`src/design/rsis_pkg.sv`:
```
// ----------------------------------------------------------------------------
// rsis_pkg
// Shared types and codes for the rejection-sampled index shuffle core.
// ----------------------------------------------------------------------------
`default_nettype none

package rsis_pkg;

  // Operation codes carried in the input tuser field
  typedef enum logic [1:0] {
    OP_INIT = 2'd0,
    OP_PASS = 2'd1,
    OP_BYTE = 2'd2,
    OP_READ = 2'd3
  } op_e;

  // Request from the sequencer to the permutation table
  typedef struct packed {
    logic       clear;
    logic       rd_en;
    logic [7:0] rd_addr;
    logic       wr_en;
    logic [7:0] wr_addr;
    logic [7:0] wr_data;
  } tbl_req_t;

endpackage

`default_nettype wire

```
`src/design/rejection_sampled_index_shuffle_core.sv`:
```
// ----------------------------------------------------------------------------
// rejection_sampled_index_shuffle_core
// Fisher-Yates shuffle of a permutation table driven by rejection-sampled
// entropy bytes.
// ----------------------------------------------------------------------------
// One word is taken at a time, and s_axis_tready stays low until its result
// word has been loaded into the output register. Init and new-pass words go
// straight to the emit state, and a read waits for the table's registered
// read. An entropy byte runs through the bit-serial remainder unit (load, 8
// quotient bits, done) that reduces the byte modulo the remaining count; an
// accepted byte is then swapped in, reading and writing the two table entries
// one after the other through the table's one read and one write port, and a
// rejected byte goes straight to the result word, as does a byte after the
// pass is complete. Each word waits in the emit state while the output
// register stays full. The table needs no clearing pass: per-entry valid bits
// make unwritten entries read as identity.
// ----------------------------------------------------------------------------
`default_nettype none

module rejection_sampled_index_shuffle_core import rsis_pkg::*; #(
  parameter int INDEX_COUNT = 256
) (
  input  logic        clk_i,
  input  logic        rst_ni,
  input  logic        s_axis_tvalid,
  output logic        s_axis_tready,
  input  logic [15:0] s_axis_tdata,  // [7:0] entropy_byte, [15:8] read_index
  input  logic [1:0]  s_axis_tuser,  // [1:0] operation
  output logic        m_axis_tvalid,
  input  logic        m_axis_tready,
  // [7:0] entry_value, [8] sample_accepted, [9] pass_complete,
  // [17:10] next_position, [23:18] zero
  output logic [23:0] m_axis_tdata
);

  localparam logic [8:0] COUNT = 9'(INDEX_COUNT);
  localparam logic [7:0] LAST  = 8'(INDEX_COUNT - 1);

  typedef enum logic [3:0] {
    S_IDLE, S_DIVGO, S_DIV, S_RDA, S_RDB, S_WRA, S_WRB, S_READ, S_READW, S_EMIT
  } state_e;

  state_e     state_q;
  logic [7:0] dest_q;
  logic       done_q;
  logic [7:0] sample_q;
  logic [7:0] idx_q;
  logic [8:0] remain_q;
  logic [7:0] swap_q;
  logic [7:0] hold_q;
  logic [7:0] value_q;
  logic       acc_q;
  logic       out_valid_q;
  logic [23:0] out_data_q;

  logic       in_acc;
  op_e        op;
  logic [7:0] in_byte;
  logic [7:0] in_idx;
  tbl_req_t   tbl_req;
  logic [7:0] tbl_data;
  logic       div_done;
  logic [7:0] div_rem;
  logic [9:0] room;

  assign op      = op_e'(s_axis_tuser);
  assign in_byte = s_axis_tdata[7:0];
  assign in_idx  = s_axis_tdata[15:8];
  assign s_axis_tready = (state_q == S_IDLE);
  assign in_acc  = s_axis_tvalid && s_axis_tready;

  // (quotient + 1) * remaining must not pass 256 for an unbiased sample
  assign room = {2'b00, sample_q} - {2'b00, div_rem} + {1'b0, remain_q};

  rsis_divider u_div (
    .clk_i      (clk_i),
    .rst_ni     (rst_ni),
    .start_i    (state_q == S_DIVGO),
    .dividend_i (sample_q),
    .divisor_i  (remain_q),
    .done_o     (div_done),
    .rem_o      (div_rem)
  );

  rsis_table #(.INDEX_COUNT(INDEX_COUNT)) u_tbl (
    .clk_i     (clk_i),
    .rst_ni    (rst_ni),
    .req_i     (tbl_req),
    .rd_data_o (tbl_data)
  );

  always_comb begin
    tbl_req = '0;
    unique case (state_q)
      S_IDLE: tbl_req.clear = in_acc && (op == OP_INIT);
      S_RDA: begin
        tbl_req.rd_en   = 1'b1;
        tbl_req.rd_addr = dest_q;
      end
      S_RDB: begin
        tbl_req.rd_en   = 1'b1;
        tbl_req.rd_addr = swap_q;
      end
      S_WRA: begin
        tbl_req.wr_en   = 1'b1;
        tbl_req.wr_addr = dest_q;
        tbl_req.wr_data = tbl_data;
      end
      S_WRB: begin
        tbl_req.wr_en   = 1'b1;
        tbl_req.wr_addr = swap_q;
        tbl_req.wr_data = hold_q;
      end
      S_READ: begin
        tbl_req.rd_en   = 1'b1;
        tbl_req.rd_addr = idx_q;
      end
      default: ;
    endcase
  end

  always_ff @(posedge clk_i or negedge rst_ni) begin
    if (!rst_ni) begin
      state_q     <= S_IDLE;
      dest_q      <= '0;
      done_q      <= 1'b0;
      out_valid_q <= 1'b0;
      acc_q       <= 1'b0;
      value_q     <= '0;
      sample_q    <= '0;
      idx_q       <= '0;
      remain_q    <= '0;
      swap_q      <= '0;
      hold_q      <= '0;
      out_data_q  <= '0;
    end else begin
      // the emit state reloads the output register itself when it is taken
      if (m_axis_tready && (state_q != S_EMIT)) begin
        out_valid_q <= 1'b0;
      end
      unique case (state_q)
        S_IDLE: begin
          if (in_acc) begin
            acc_q    <= 1'b0;
            value_q  <= '0;
            sample_q <= in_byte;
            idx_q    <= in_idx;
            remain_q <= COUNT - {1'b0, dest_q};
            unique case (op) inside
              OP_INIT, OP_PASS: begin
                dest_q  <= '0;
                done_q  <= 1'b0;
                state_q <= S_EMIT;
              end
              OP_BYTE: begin
                if (done_q || (dest_q >= LAST)) begin
                  done_q  <= 1'b1;
                  state_q <= S_EMIT;
                end else begin
                  state_q <= S_DIVGO;
                end
              end
              OP_READ: begin
                state_q <= ({1'b0, in_idx} >= COUNT) ? S_EMIT : S_READ;
              end
              default: state_q <= S_EMIT;
            endcase
          end
        end
        S_DIVGO: state_q <= S_DIV;
        S_DIV: begin
          if (div_done) begin
            if (room > 10'd256) begin
              state_q <= S_EMIT;  // drop the biased sample
            end else begin
              swap_q  <= dest_q + div_rem;
              state_q <= S_RDA;
            end
          end
        end
        S_RDA: state_q <= S_RDB;
        S_RDB: begin
          hold_q  <= tbl_data;
          state_q <= S_WRA;
        end
        S_WRA: state_q <= S_WRB;
        S_WRB: begin
          dest_q  <= dest_q + 8'd1;
          done_q  <= ((dest_q + 8'd1) >= LAST);
          acc_q   <= 1'b1;
          state_q <= S_EMIT;
        end
        S_READ: state_q <= S_READW;
        S_READW: begin
          value_q <= tbl_data;
          state_q <= S_EMIT;
        end
        S_EMIT: begin
          // hold until the output register is free
          if (!out_valid_q || m_axis_tready) begin
            out_valid_q <= 1'b1;
            out_data_q  <= {6'd0, dest_q, done_q, acc_q, value_q};
            state_q     <= S_IDLE;
          end
        end
        default: state_q <= S_IDLE;
      endcase
    end
  end

  assign m_axis_tvalid = out_valid_q;
  assign m_axis_tdata  = out_data_q;

endmodule

`default_nettype wire

```
`src/design/rsis_divider.sv`:
```
// ----------------------------------------------------------------------------
// rsis_divider
// Restoring radix-2 remainder unit: 8-bit dividend by 9-bit divisor, one
// quotient bit per cycle.
// ----------------------------------------------------------------------------
`default_nettype none

module rsis_divider (
  input  logic       clk_i,
  input  logic       rst_ni,
  input  logic       start_i,
  input  logic [7:0] dividend_i,
  input  logic [8:0] divisor_i,
  output logic       done_o,
  output logic [7:0] rem_o
);

  logic       busy_q, busy_d;
  logic       done_q, done_d;
  logic [2:0] cnt_q, cnt_d;
  logic [7:0] rem_q, rem_d;
  logic [7:0] quo_q, quo_d;
  logic [8:0] div_q, div_d;
  logic [8:0] trial;
  logic       ge;

  assign trial = {rem_q, quo_q[7]};
  assign ge    = (trial >= div_q);

  always_comb begin
    busy_d = busy_q;
    done_d = 1'b0;
    cnt_d  = cnt_q;
    rem_d  = rem_q;
    quo_d  = quo_q;
    div_d  = div_q;
    if (start_i) begin
      busy_d = 1'b1;
      cnt_d  = '0;
      rem_d  = '0;
      quo_d  = dividend_i;
      div_d  = divisor_i;
    end else if (busy_q) begin
      // shift in the next dividend bit, subtract when it fits
      rem_d = ge ? 8'(trial - div_q) : trial[7:0];
      quo_d = {quo_q[6:0], ge};
      cnt_d = cnt_q + 3'd1;
      if (cnt_q == 3'd7) begin
        busy_d = 1'b0;
        done_d = 1'b1;
      end
    end
  end

  always_ff @(posedge clk_i or negedge rst_ni) begin
    if (!rst_ni) begin
      busy_q <= 1'b0;
      done_q <= 1'b0;
      cnt_q  <= '0;
    end else begin
      busy_q <= busy_d;
      done_q <= done_d;
      cnt_q  <= cnt_d;
    end
  end

  always_ff @(posedge clk_i) begin
    rem_q <= rem_d;
    quo_q <= quo_d;
    div_q <= div_d;
  end

  assign done_o = done_q;
  assign rem_o  = rem_q;

endmodule

`default_nettype wire

```
`src/design/rsis_table.sv`:
```
// ----------------------------------------------------------------------------
// rsis_table
// Permutation table: one write and one registered read per cycle. Entries
// not written since reset or clear read back as their own index.
// ----------------------------------------------------------------------------
`default_nettype none

module rsis_table import rsis_pkg::*; #(
  parameter int INDEX_COUNT = 256
) (
  input  logic       clk_i,
  input  logic       rst_ni,
  input  tbl_req_t   req_i,
  output logic [7:0] rd_data_o
);

  localparam int IDX_W = $clog2(INDEX_COUNT);

  logic [7:0]           mem [INDEX_COUNT];
  logic [INDEX_COUNT-1:0] valid_q;
  logic [7:0]           rd_data_q;
  logic [7:0]           rd_addr_q;
  logic                 rd_valid_q;

  always_ff @(posedge clk_i or negedge rst_ni) begin
    if (!rst_ni) begin
      valid_q    <= '0;
      rd_valid_q <= 1'b0;
    end else begin
      if (req_i.clear) begin
        valid_q <= '0;
      end else if (req_i.wr_en) begin
        valid_q[req_i.wr_addr[IDX_W-1:0]] <= 1'b1;
      end
      if (req_i.rd_en) begin
        rd_valid_q <= valid_q[req_i.rd_addr[IDX_W-1:0]];
      end
    end
  end

  always_ff @(posedge clk_i) begin
    if (req_i.wr_en) begin
      mem[req_i.wr_addr[IDX_W-1:0]] <= req_i.wr_data;
    end
    if (req_i.rd_en) begin
      rd_data_q <= mem[req_i.rd_addr[IDX_W-1:0]];
      rd_addr_q <= req_i.rd_addr;
    end
  end

  // unwritten entries hold the identity
  assign rd_data_o = rd_valid_q ? rd_data_q : rd_addr_q;

endmodule

`default_nettype wire

```
`config.mk`:
```
export PLATFORM = sky130hd
export DESIGN_NAME = rejection_sampled_index_shuffle_core
export DESIGN_NICKNAME = d
export VERILOG_FILES = /design/src/design/rsis_pkg.sv /design/src/design/rejection_sampled_index_shuffle_core.sv /design/src/design/rsis_divider.sv /design/src/design/rsis_table.sv
export SDC_FILE = /design/constraint.sdc
export NUM_CORES = 2
export LEC_CHECK = 0
export BUFFER_PORTS_ARGS = -buffer_cell sky130_fd_sc_hd__buf_2
export CAP_MARGIN = 10
export CORE_MARGIN = 10
export CORE_UTILIZATION = 50
export CTS_BUF_LIST = sky130_fd_sc_hd__clkbuf_8
export DETAILED_ROUTE_END_ITERATION = 8
export PLACE_DENSITY = 0.68
export RECOVER_POWER = 50
export SLEW_MARGIN = 20
export SYNTH_ARGS = -nofsm -noshare
export SYNTH_HDL_FRONTEND = slang
export SYNTH_HIERARCHICAL = 1
export SYNTH_SLANG_ARGS = --single-unit
```
`constraint.sdc`:
```
create_clock -name clk_i -period 9.51 [get_ports clk_i]
set_input_delay 1.902 -clock clk_i [delete_from_list [all_inputs] [get_ports clk_i]]
set_output_delay 1.902 -clock clk_i [all_outputs]
set_load 0.02 [all_outputs]
```
; After elaboration in Yosys (flattened, before gate mapping)
; Memory sizes are Yosys's and may differ from the RTL's. A register that Yosys moved wholly into a read port is not among the register bits.
; Index checks and enable logic that the tools add are counted.
[totals]
reg_bits = 377
mem_bits_rw = 2048
in_bits = 22
output_inout_bits = 26
word_cells = 125
mem_count = 1
[memory_table]
columns = name, words, word_bits, read_ports, rd_clocked_by_memory_dff, wr, line_no
row1 = u_tbl.mem, 256, 8, 1, 1, 1, rsis_table.sv:19  ; logic [7:0] mem [INDEX_COUNT];
[op_classes]
n_addsub = 7
n_lt_le_gt_ge = 7
n_eq_ne = 20
n_mux = 44
bitwise_logic = 2
reduce_logical = 23
[ops]
columns = op, count
row1 = 2-to-1 mux 256 bit, 2
row2 = OR 256 bit, 1
row3 = 2-to-1 mux 8 bit, 7
row4 = case mux 4 bit (9 select lines), 1
row5 = case mux 17 bit (2 select lines), 1
row6 = case mux 8 bit (2 select lines), 2
row7 = case mux 9 bit (3 select lines), 1
row8 = 2-to-1 mux 4 bit, 5
row9 = less-than comparator 8 x 9 -> 1 bit (second input constant), 2
row10 = 2-to-1 mux 1 bit, 17
row11 = equality test 4 x 3 -> 1 bit (second input constant), 4
row12 = >= comparator 8 bit (second input constant), 2
row13 = adder 10 x 9 -> 10 bit, 1
row14 = greater-than comparator 10 x 9 -> 1 bit (second input constant), 1
row15 = >= comparator 9 bit, 1
row16 = AND reduction 3 bit, 3
row17 = subtractor 8 x 8 -> 9 bit, 1
row18 = subtractor 9 x 8 -> 9 bit (first input constant), 1
row19 = adder 8 x 1 -> 8 bit (second input constant), 1
row20 = adder 8 bit, 1
row21 = binary-select mux 1 bit (select 8 bit), 1
row22 = demux 1 bit (select 8 bit), 1
row23 = equality test 4 x 2 -> 1 bit (second input constant), 2
row24 = equality test 4 bit (second input constant), 2
row25 = other kinds (25), 42

; Logic depth before layout (Yosys ltp)
[depth]
word_depth = 9
ltp_mapped = 17
ltp_nobuf = 17

; Modules after synthesis
; Netlist, hierarchy kept.
[by_module_without_submodules]
columns = module, n_inst, cells_per_inst, area_each_um2, seq_area_each_um2
row1 = rsis_table, 1, 4550, 89503.3, 68410.6
row2 = rejection_sampled_index_shuffle_core, 1, 485, 4867.2, 2052.0
row3 = rsis_divider, 1, 159, 1765.4, 795.8

; Worst setup path before layout
; Ideal clock, no wire load.
[synth_timing]
path_kind = register to register
from = reg state_q[1]
to = mem u_tbl.mem[0][1], data pin
setup_ns = 0.865
arrival_ns = 4.682
required_time_ns = 8.645
path_slack_ns = 3.963
path_stages_with_launch = 6
n_path_buf = 2
synth_period_minus_slack_ns = 5.547
path_cell_list = dfrtp_1 clkbuf_1 nand2b_1 nor2_1 clkbuf_1 a22o_1
[synth_rtl]
columns = item, line_no
row1 = "start, declared", rejection_sampled_index_shuffle_core.sv:43  ; state_e state_q;
row2 = "start signal, assigned", rejection_sampled_index_shuffle_core.sv:164  ; state_q <= ({1'b0, in_idx} >= COUNT) ? S_EMIT : S_READ;
row3 = "end, declared", rsis_table.sv:19

==> results.md <==
- Status: finished with violations
- Failing checks: max-capacitance violations, max-slew violations
- Vias: 51,900
- TNS Setup: 0 ns
- First-pass GRT wire length: 358 mm
- HPWL Detailed: about 140 mm
- Port buffer count: 41
- Maximum buffer depth of the clock tree: 4
- Core outline area: 191,000 µm²
- DRT antenna net count: 0
- Hold_buf cts: 0
- # resized after CTS: 0
- Cells after DPL: 7,530
- Min-delay src: remain_q[7]
- Clk slew on worst S/H paths: 0.06 ns
- Post-synth EDFFs: 2,081
- Pwr Density: 246 nW/µm²
- Hold Path Class: reg2reg
- Sequential power share: 49.7%
- Fin cells: 8,249
- Crit. End Element: flop
- GRT Util Overall: between 20% and 30%
- GR Layer Usage met2: 34.3%
- Fillers: 14,400
- Worst-Margin Slew: approximately 6.3 ns
- Multi-input logic area: 23,400 µm²
- Flop2flop setup slack: 1.60 ns
- Synth top area cells: edfxtp_1, mux4_2, dfrtp_1, nor2_1, a22oi_1
- Die width: 458 µm
- Worst r2r path cells: 12
- I/O pin total: 48
- Crit Path Class: reg2reg
- WHS Path Cells: 0
- Max transition margin: -317%
- GRT Max-Usage Layer: met2
- Share of cells above drive strength 1: 22.4%
- Share of flip-flops with an asynchronous set or reset: 14.1%
- Highest Clock Rate: between 100 and 150 MHz
- CTS root buf: clkbuf_8
- Initial drt markers: 6,680
- Final setup vio count: 0
- Max-cap viol count: 22
- Critical path arrival: 8.69 ns
- TritonCTS clock tree: built
- Period minus WS final: between 7 and 8 ns
- CP max FO: 78
- Most used flip-flop cell after synthesis: edfxtp_1
- Skew final: 0.119 ns
- Unrepaired setup endpoints after global routing: false
- Mean number of vias per cell: 6.30
- DRC: 0
- Comb power frac: 17.6%
- # nets final: 5,482
- FF+latch count, synth: 2,433
- # clock sinks: 2,433
- Area Overhead vs Synth: 10.9%
- Top-area cell type share of the netlist area: 65.0%
- Worst r2r dst: u_tbl/rd_data_q[7]
- Grt ovf: 0
- WL/cell: 29.5 µm
- Setup bufs post-CTS: 0
- Sw Share: 27.9%
- CP Data Required Time: 10.29 ns
- Final wirelength: 244 mm
- Crit share post-route: 83.2%
- Mapped Cells: 5,194
- RePlAce Congestion: 0.842
- Yosys top cell by area: edfxtp_1
- Final hold violations: 0
- Routing usage on met1: approximately 33%
- Initial Util: 50.4%
- Num CTS Buffers: about 390
- Max IR drop VDD: 0.205 mV
- Part of the power in the clock network: between 30 and 40%
- Vias in the first global route: 51,500
- Reg-to-reg critical path startpoint: state_q[2]
- Count of cell types in the netlist: 88
- Iteration count of the initial detailed-routing pass: 8
- Max-slew violation count: 1,506
- Met3 GRT Util: under 10%
- Site Rows: 160
- Power Internal: 18.9 mW
- Die area: 210,000 µm²
- Syn avg cell area: 18.5 µm²
- Die height: between 400 and 500 µm
- YS warnings: 6
- Largest net degree at the start of global routing: between 200 and 250
- H-Tree Depth: 5
- CP Launch Type: flop
- Register area share after synthesis: 74.1%
- Hold Path Sink: u_div/div_q[7]
- Leakage: 36.8 nW
- Post-synthesis cell area: 96,100 µm²
- Register area: 71,300 µm²
- Initial antenna violation count: 5
- Clk_lat worst skew: 1.10 ns
- Sw Pwr: 7.30 mW
[worst max-delay path, stage by stage, from the launching register on]
cell and delay (ns):
dfrtp_1 0.57, nand2b_1 0.21, nor3_1 1.46, a222oi_1 0.51
inv_8 0.64, buf_4 0.69, buf_4 0.72, mux4_2 0.40
a22oi_1 0.39, a21oi_1 0.29, nor4_1 0.89, o22ai_1 0.40
or2_1 0.32
[through the flow]
step / cell area, µm² / total power, mW / util [%] / hold WS [ns] / setup WS, ns
floorplan: 96200 / 16.4 / - / 0.443 / 3.96
global placement: 99200 / 17.7 / 52.0 / 0.458 / 2.45
detailed placement: 99200 / 17.8 / 52.1 / 0.465 / 2.59
CTS: 107000 / 26.3 / 56.0 / 0.447 / 2.60
global route: 107000 / 27.3 / 55.9 / 0.454 / 1.22
finish: 107000 / 26.2 / 55.9 / 0.454 / 1.60
[cell usage in the layout (no fill, tap or decap), types with 9 or more instances in the layout]
master / count
or2_1: 9
dfrtp_1: 344
ha_1: 39
buf_2: 20
nand4_1: 15
a22o_1: 19
buf_4: 56
bufinv_16: 10
nor3_1: 16
clkbuf_8: 443
o21ba_1: 21
edfxtp_1: 2081
nand2b_1: 12
nor2b_1: 22
buf_12: 15
nand2_1: 89
mux2_2: 66
o21ba_2: 9
clkinv_2: 26
mux4_2: 563
clkinv_1: 43
o21ai_0: 41
nor2_2: 18
mux2i_1: 31
a21oi_1: 153
nand3_1: 51
a22oi_1: 259
o221ai_1: 10
nor4_1: 28
nor2_1: 743
o22ai_1: 24
clkbuf_1: 43
xnor2_1: 21
a31oi_1: 10
a21o_1: 9
inv_1: 222
[sequential cells by signal (all words and copies together) (netlist names), 3 cells and up]
signal	flops
u_tbl/valid_q	256
u_div/cnt_q	3
m_axis_tdata	18
u_tbl/mem	2048
idx_q	8
hold_q	8
value_q	8
sample_q	8
u_tbl/rd_addr_q	8
dest_q	8
state_q	4
swap_q	8
u_div/rem_o	8
u_tbl/rd_data_q	8
remain_q	9
u_div/div_q	9
u_div/quo_q	8
[routing by layer]
layer,share of wire [%],wire [µm]
met5,0.017,41
met4,3.3,7990
met3,11,25900
met2,46,112000
met1,40,97400
[synthesized netlist by cell type, drive strengths merged, types with 3 or more instances]
library cell     n
mux4           565
nor3b            5
edfxtp        2081
dfrtp          344
nor2           763
o21ai           42
a22o            20
o211ai           3
or2             12
mux2i           31
o21bai           3
xnor2           21
o311ai           4
a2111oi          7
nor2b           24
o221ai          10
a311oi           7
nor4            33
dfxtp            8
nand2           90
and3             5
mux2            67
nand3           52
a21oi          155
buf            112
clkbuf         206
a21o            10
inv             48
a211o            3
xor2             7
nor3            17
nand2b          14
a31oi           10
a22oi          259
o21ba           30
a222oi           8
ha              39
o22ai           24
or3              5
nand4           15
fa               4
a211oi           4
[power by group through the flow]
stage	registers [mW]	logic [mW]	clock network [mW]
final	13.0	4.62	8.54
after global routing	13.1	5.00	9.20
after CTS	13.0	4.63	8.69
after detailed placement	13.2	4.62	0
after global placement	13.2	4.52	0
after floorplan	13.1	3.29	0
[worst max-delay path by stage]
stage | startpoint | to | slack (ns)
final | state_q[2] | u_tbl/rd_data_q[7] | 1.60
after global placement | state_q[2] | u_tbl/rd_data_q[6] | 2.45
after global routing | rst_ni | u_tbl/valid_q[81] | 1.22
after floorplan | state_q[1] | u_tbl/mem[0][1] | 3.96
after CTS | state_q[3] | u_tbl/rd_data_q[7] | 2.60
after detailed placement | state_q[2] | u_tbl/rd_data_q[7] | 2.59
[layout make-up]
type / instances / area share (%)
sequential: 2433 / 66.8
multi-input combinational: 2400 / 22.0
clock buffer: 443 / 5.72
tap: 2511 / 2.95
clock inverter: 270 / 1.29
timing repair buffer: 141 / 1.02
inverter: 48 / 0.183
antenna: 3 / 0.00704
[cell families (layout without fill, tap and decap cells)]
family	count (synthesis)	after routing	share of synthesized area (%)
DFF	2433	2433	74.1
and+or+nand+nor	1048	1048	4.56
muxes	663	663	14.4
AOI/OAI and AO/OA	612	612	4.49
buffers and inverters	366	902	1.63
adders and majority gates	43	43	0.591
xor gates and xnor gates	28	28	0.255
other	1	9	0.00390
No activity file was read; power rests on OpenSTA's default activity.
